$ cat config.mk
export PLATFORM = sky130hd
export DESIGN_NAME = bpc_cfg_regs_flat
export DESIGN_NICKNAME = d
export VERILOG_FILES = /design/src/rtl/core/bpc_pkg.sv /design/src/rtl/core/bpc_if.sv /design/src/rtl/core/bpc_cfg_regs.sv /design/src/flat_wrapper.sv
export SDC_FILE = /design/constraint.sdc
export NUM_CORES = 1
export LEC_CHECK = 0
export BUFFER_PORTS_ARGS = -buffer_cell sky130_fd_sc_hd__buf_4
export CAP_MARGIN = 20
export CORE_ASPECT_RATIO = 2
export CORE_MARGIN = 2
export CORE_UTILIZATION = 53
export CTS_CLUSTER_DIAMETER = 40
export CTS_CLUSTER_SIZE = 12
export DETAILED_ROUTE_END_ITERATION = 10
export PLACE_DENSITY = 0.91
export SYNTH_ARGS = -nofsm -noshare
export SYNTH_HDL_FRONTEND = slang
export SYNTH_SLANG_ARGS = --single-unit
$ cat constraint.sdc
create_clock -name i_clk -period 2.2 [get_ports i_clk]
set_input_delay 0.22 -clock i_clk [delete_from_list [all_inputs] [get_ports i_clk]]
set_output_delay 0.22 -clock i_clk [all_outputs]
set_load 0.005 [all_outputs]
$ cat src/rtl/core/bpc_pkg.sv
// Shared types and constants for the barometric compensation pipeline.
// No dependencies; compile first.
`timescale 1ns / 1ps
`default_nettype none

package bpc_pkg;

    typedef enum logic [1:0] {
        CFG_TEMP     = 2'd0,
        CFG_PRESS_LO = 2'd1,
        CFG_PRESS_HI = 2'd2,
        CFG_PRESS_P9 = 2'd3
    } t_cfg_idx;

    typedef struct packed {
        logic        [15:0] t1;
        logic signed [15:0] t2;
        logic signed [15:0] t3;
        logic        [15:0] p1;
        logic signed [15:0] p2;
        logic signed [15:0] p3;
        logic signed [15:0] p4;
        logic signed [15:0] p5;
        logic signed [15:0] p6;
        logic signed [15:0] p7;
        logic signed [15:0] p8;
        logic signed [15:0] p9;
    } t_coeffs;

    // front end -> divider
    typedef struct packed {
        logic        [63:0] num;
        logic signed [30:0] den;
        logic        [23:0] temp;
    } t_div_req;

    // divider -> back end
    typedef struct packed {
        logic [63:0] quot;
        logic        neg;
        logic        zero;
        logic [23:0] temp;
    } t_div_rsp;

    typedef struct packed {
        logic [23:0] temp;
        logic [31:0] press;
        logic        pvalid;
    } t_result;

    localparam int          T_OFFSET   = 128000;
    localparam logic [31:0] TEMP_ROUND = 32'd128;
    localparam logic [20:0] P_BASE     = 21'd1048576;
    localparam logic [31:0] P_SCALE    = 32'd3125;
    localparam logic [63:0] BIAS47     = 64'h0000_8000_0000_0000;

endpackage

`default_nettype wire

$ cat src/rtl/core/bpc_if.sv
// Valid/ready channel interfaces: sample input, result output, config write.
// No dependencies.
`timescale 1ns / 1ps
`default_nettype none


interface bpc_cfg_if;
    logic        valid;
    logic        ready;
    logic [1:0]  index;
    logic [63:0] data;
    modport source (output valid, index, data, input ready);
    modport sink   (input valid, index, data, output ready);
endinterface

`default_nettype wire

$ cat src/rtl/core/bpc_cfg_regs.sv
// Calibration coefficient register bank, unpacked into a coefficient struct.
// Depends on bpc_pkg and bpc_if.
`timescale 1ns / 1ps
`default_nettype none

module bpc_cfg_regs import bpc_pkg::*; (
    input  logic       i_clk,
    input  logic       i_rst_n,
    bpc_cfg_if.sink    cfg,
    output t_coeffs    o_coef
);

    logic [47:0] r_temp;
    logic [63:0] r_plo;
    logic [63:0] r_phi;
    logic [15:0] r_p9;

    assign cfg.ready = 1'b1;

    always_ff @(posedge i_clk) begin
        if (!i_rst_n) begin
            r_temp <= '0;
            r_plo  <= '0;
            r_phi  <= '0;
            r_p9   <= '0;
        end else if (cfg.valid) begin
            case (t_cfg_idx'(cfg.index))
                CFG_TEMP:     r_temp <= cfg.data[47:0];
                CFG_PRESS_LO: r_plo  <= cfg.data;
                CFG_PRESS_HI: r_phi  <= cfg.data;
                CFG_PRESS_P9: r_p9   <= cfg.data[15:0];
                default: begin
                end
            endcase
        end
    end

    assign o_coef.t1 = r_temp[15:0];
    assign o_coef.t2 = r_temp[31:16];
    assign o_coef.t3 = r_temp[47:32];
    assign o_coef.p1 = r_plo[15:0];
    assign o_coef.p2 = r_plo[31:16];
    assign o_coef.p3 = r_plo[47:32];
    assign o_coef.p4 = r_plo[63:48];
    assign o_coef.p5 = r_phi[15:0];
    assign o_coef.p6 = r_phi[31:16];
    assign o_coef.p7 = r_phi[47:32];
    assign o_coef.p8 = r_phi[63:48];
    assign o_coef.p9 = r_p9;

endmodule

`default_nettype wire

$ cat src/flat_wrapper.sv
// flat-port wrapper written by rule: the top's interface ports become plain ports
module bpc_cfg_regs_flat import bpc_pkg::*;
  (i_clk, i_rst_n, o_coef, cfg_valid, cfg_index, cfg_data, cfg_ready);
  bpc_cfg_if cfg_i ();
  input  logic i_clk;
  input  logic i_rst_n;
  output t_coeffs o_coef;
  input wire logic [$bits(cfg_i.valid)-1:0] cfg_valid;
  input wire logic [$bits(cfg_i.index)-1:0] cfg_index;
  input wire logic [$bits(cfg_i.data)-1:0] cfg_data;
  output wire logic [$bits(cfg_i.ready)-1:0] cfg_ready;
  assign cfg_i.valid = cfg_valid;
  assign cfg_i.index = cfg_index;
  assign cfg_i.data = cfg_data;
  assign cfg_ready = cfg_i.ready;
  bpc_cfg_regs u_core (.i_clk(i_clk), .i_rst_n(i_rst_n), .cfg(cfg_i), .o_coef(o_coef));
endmodule
# Yosys cells after proc, flatten, opt, wreduce, memory -nomap -nowiden
# Cells that the tools add are included.
# W data, S select, Z words.
[totals]
regBits = 192
inputBits = 69
out_inout_bits = 193
word_cells = 12
[classes]
n_eq_ne = 3
n_reduce_logical = 5
[op_table]
columns = ["operator", "n"]
rows = [
  ["$reduce_and A2 Y1", 4],
  ["$eq A2 B2 Y1 const B", 2],
  ["$eq A2 B1 Y1 const B", 1],
  ["$logic_not A2 Y1", 1],
]

# Longest topological paths before layout
[logic_depth]
word_depth = 2
mapped_depth = 5
mapped_depth_nobuf = 2

# Least setup slack after synthesis
# Ideal clock, no wire load.
[synth_path]
kind = "input to register"
from = "input port cfg_index[0]"
to = "register u_core.r_temp[27]"
arrival_ns = 1.090
t_required_ns = 2.080
setup_slack_ns = 0.990
cell_stages = 5
n_path_buf = 3
cell_sequence = "or3b_1 clkbuf_1 buf_6 buf_6 mux2i_1"
[synth_via]
elab_chain_len = 2
[synth_lines]
columns = ["item", "line_no", "source"]
rows = [
  ["start: declaration", "flat_wrapper.sv:9", "input wire logic [$bits(cfg_i.index)-1:0] cfg_index;"],
  ["$logic_not A2 Y1", "bpc_cfg_regs.sv:27", "case (t_cfg_idx'(cfg.index))"],
  ["$reduce_and A2 Y1 (no line)", "-", ""],
  ["end signal: assignment", "bpc_cfg_regs.sv:28", "CFG_TEMP: r_temp <= cfg.data[47:0];"],
  ["end: declaration", "bpc_cfg_regs.sv:13", "logic [47:0] r_temp;"],
]
# Every way passes these cells.
# A chain may end at the register's enable or synchronous reset.

# Worst setup path after layout
[layout_path]
from = "input port cfg_valid"
to = "register u_core.r_temp[27]"
[layout_via]
elab_chain_len = 1
[layout_lines]
columns = ["item", "line_no", "source"]
rows = [
  ["start: declaration", "flat_wrapper.sv:8", "input wire logic [$bits(cfg_i.valid)-1:0] cfg_valid;"],
  ["$reduce_and A2 Y1 (no line)", "-", ""],
]
# Every way passes these cells.

==> out/qor.txt <==
vias in the first global route: 5564
largest family of logic cells by synthesized area: multiplexers
Mean Syn Cell Area: 10.1 µm²
worst reg2reg endpoint: u_core.r_phi[9]
Num CTS Buffers: 17
clk_lat worst skew: 410 ps
Die Span Y: 166 µm
fmax: 808 MHz
dpl hpwl: 13.0 mm
top post-synthesis cells by area: dfxtp_1 55%, mux2i_1 27%, nand2_1 14%
Hold Buf Count CTS: 0
met2 track demand over resource: 44.4%
Core Box Area: 12900 µm²
fin util: 74.3%
CTS sink count: 192
Post-CTS Setup Bufs: 0
die area: 14200 µm²
critical path startpoint category: primary input
global placer's final weighted congestion: 0.846
cell count of the worst reg-to-reg path: 2
synth warn: 0
Syn-to-layout area delta: 37.2%
met3 Usage GRT: 5.40%
pwr/cell area: 760 nW/µm²
Routed Antenna Nets: 0
CTS H-tree depth: 4
DRC: 0
Critical Path AT: 1570 ps
synthesized area: 7000 µm²
Synth Area in Simple Gates: 14.2%
status: completed
Distinct cells, synth: 12
Gate Count Post-Synth: 695
total wire length: 18.3 mm
Most Used Layer, Global Route: met2
commonest cells after routing, fill and taps aside: 261 x buf_4, 256 x nand2_1, 192 x mux2i_1, 192 x dfxtp_1, 17 x clkbuf_16
commonest non-fill, non-tap cell in the layout: buf_4
Final Critical Period: 1240 ps
PostCTS Resize Cnt: 0
Synth Register Bits: 192
multiplexer share of the synthesized area: 27.5%
Via density: 5.23
CP Class: primary input to flop
Worst Setup End Kind: flop
row cnt: 59
TNS Setup: 0 ps
io pins: 262
Avg WL per Cell: 16.7 µm
Worst Clk Skew: 0 ps
proportion of layout cells with a drive suffix above 1: 31.8%
Global Route met1 Usage: 27.3%
Worst Tran Pin Value: 1030 ps
clock-pin slew on the worst setup and hold paths: 70 ps
n_diodes: 0
initial antenna violation count: 0
port buffer count: 260
Yosys top cell by area: dfxtp_1
Mapped Nets: 764
Slew Limit Headroom: 31.4%
GRT overflow: 0
gr usage total: 25.3%
final setup fails: 0
Synth Area in Adders: 0%
Worst Hold Class: primary input to flop
hold path endpoint: u_core.r_phi[49]
Seq/Total Area, Yosys: 54.9%
hold depth: 3
Vias: 5723
Hold Path Origin: cfg_data[49]
die width: 85.2 µm
Pre-antenna DRT Iters: 6
share of the synthesized area in the top cell type: 54.9%
final hold slack: 75.3 ps
fin nets: 1000
RSZ-0062 raised after global routing: false
clk root buf: clkbuf_16
Max Slew Vio Count: 0
worst-case clock buffer depth: 2
largest net degree at the start of global routing: 80
VDD IR max: 0.706 mV
Post-Synth XOR/XNOR Area: 0%
Synth Area in Compound Gates: 0%
Leak Pwr: 0.00490 µW
Initial Utilization: 54.2%
share of the clock period used by the worst path: 56.2%
CP max FO: 48
FF-to-FF Start: u_core.r_phi[9]
first-pass GRT wire length: 28.4 mm
Req. time, crit path: 2540 ps
DRT iter0 DRCs: 234
Final Hold Fails: 0
Reg2Reg Setup Slack: 1520 ps
Max Cap Viol: 0
CTS tree: done
-- cells by family (layout without fill, tap and decap cells) --
logic type	count (synthesis)	count (layout)
buf+inv	50	298
flops	192	192
other cells	1	1
simple gates	260	260
mux	192	192
-- through the flow --
| stage | setup slack, ps | instance area [µm²] | power, µW | std cells |
|---|---|---|---|---|
| after floorplan | 990 | 7000 | 4060 | 695 |
| after global placement | 595 | 9030 | 4420 | 1064 |
| after detailed placement | 545 | 9030 | 4440 | 1064 |
| after CTS | 974 | 9600 | 7350 | 1095 |
| after global routing | 905 | 9600 | 7560 | 1095 |
| final | 963 | 9600 | 7290 | 1095 |
-- metal layers --
metal / part of all wire (%) / vias up
li1: - / 2745
met1: 36 / 2702
met2: 53 / 216
met3: 4.9 / 60
met4: 5.7 / 0
met5: 0 / -
-- synth_stat cells --
cell / count
nand2_1: 256
dfxtp_1: 192
mux2i_1: 192
clkbuf_1: 29
buf_2: 17
buf_6: 3
and3b_1: 1
buf_4: 1
conb_1: 1
nand3_1: 1
nand3b_1: 1
or3b_1: 1
-- worst max-delay path: stages --
cell and delay (ps):
buf_4 120, or3b_4 900, mux2i_1 290
-- power by group --
part | total [µW] | switching (µW) | leakage [µW] | internal (µW)
logic | 694 | 338 | 0.00306 | 356
clock network | 2940 | 1380 | 0.000283 | 1560
registers | 3660 | 64.9 | 0.00156 | 3600
-- state kept, by name, summed over array words and instances, names as in the netlist --
signal and count:
u_core.r_p9 16, u_core.r_phi 64, u_core.r_plo 64, u_core.r_temp 48
-- worst max path at each step --
stage	start	to	cells past startpoint
6_report	cfg_valid	u_core.r_temp[27]	3
3_5_place_dp	cfg_valid	u_core.r_temp[15]	3
3_3_place_gp	cfg_valid	u_core.r_temp[37]	3
5_1_grt	cfg_valid	u_core.r_temp[45]	3
4_1_cts	cfg_valid	u_core.r_temp[15]	3
2_1_floorplan	cfg_index[0]	u_core.r_temp[27]	5
-- area by class of cell --
class,instances,area [µm²]
Fill cell,895,3320
Multi-Input combinational cell,453,2920
Clock inverter,12,118
Tap cell,152,190
Clock buffer,19,453
Sequential cell,192,3840
Timing Repair Buffer,267,2070
No activity file was read; power rests on OpenSTA's default activity.
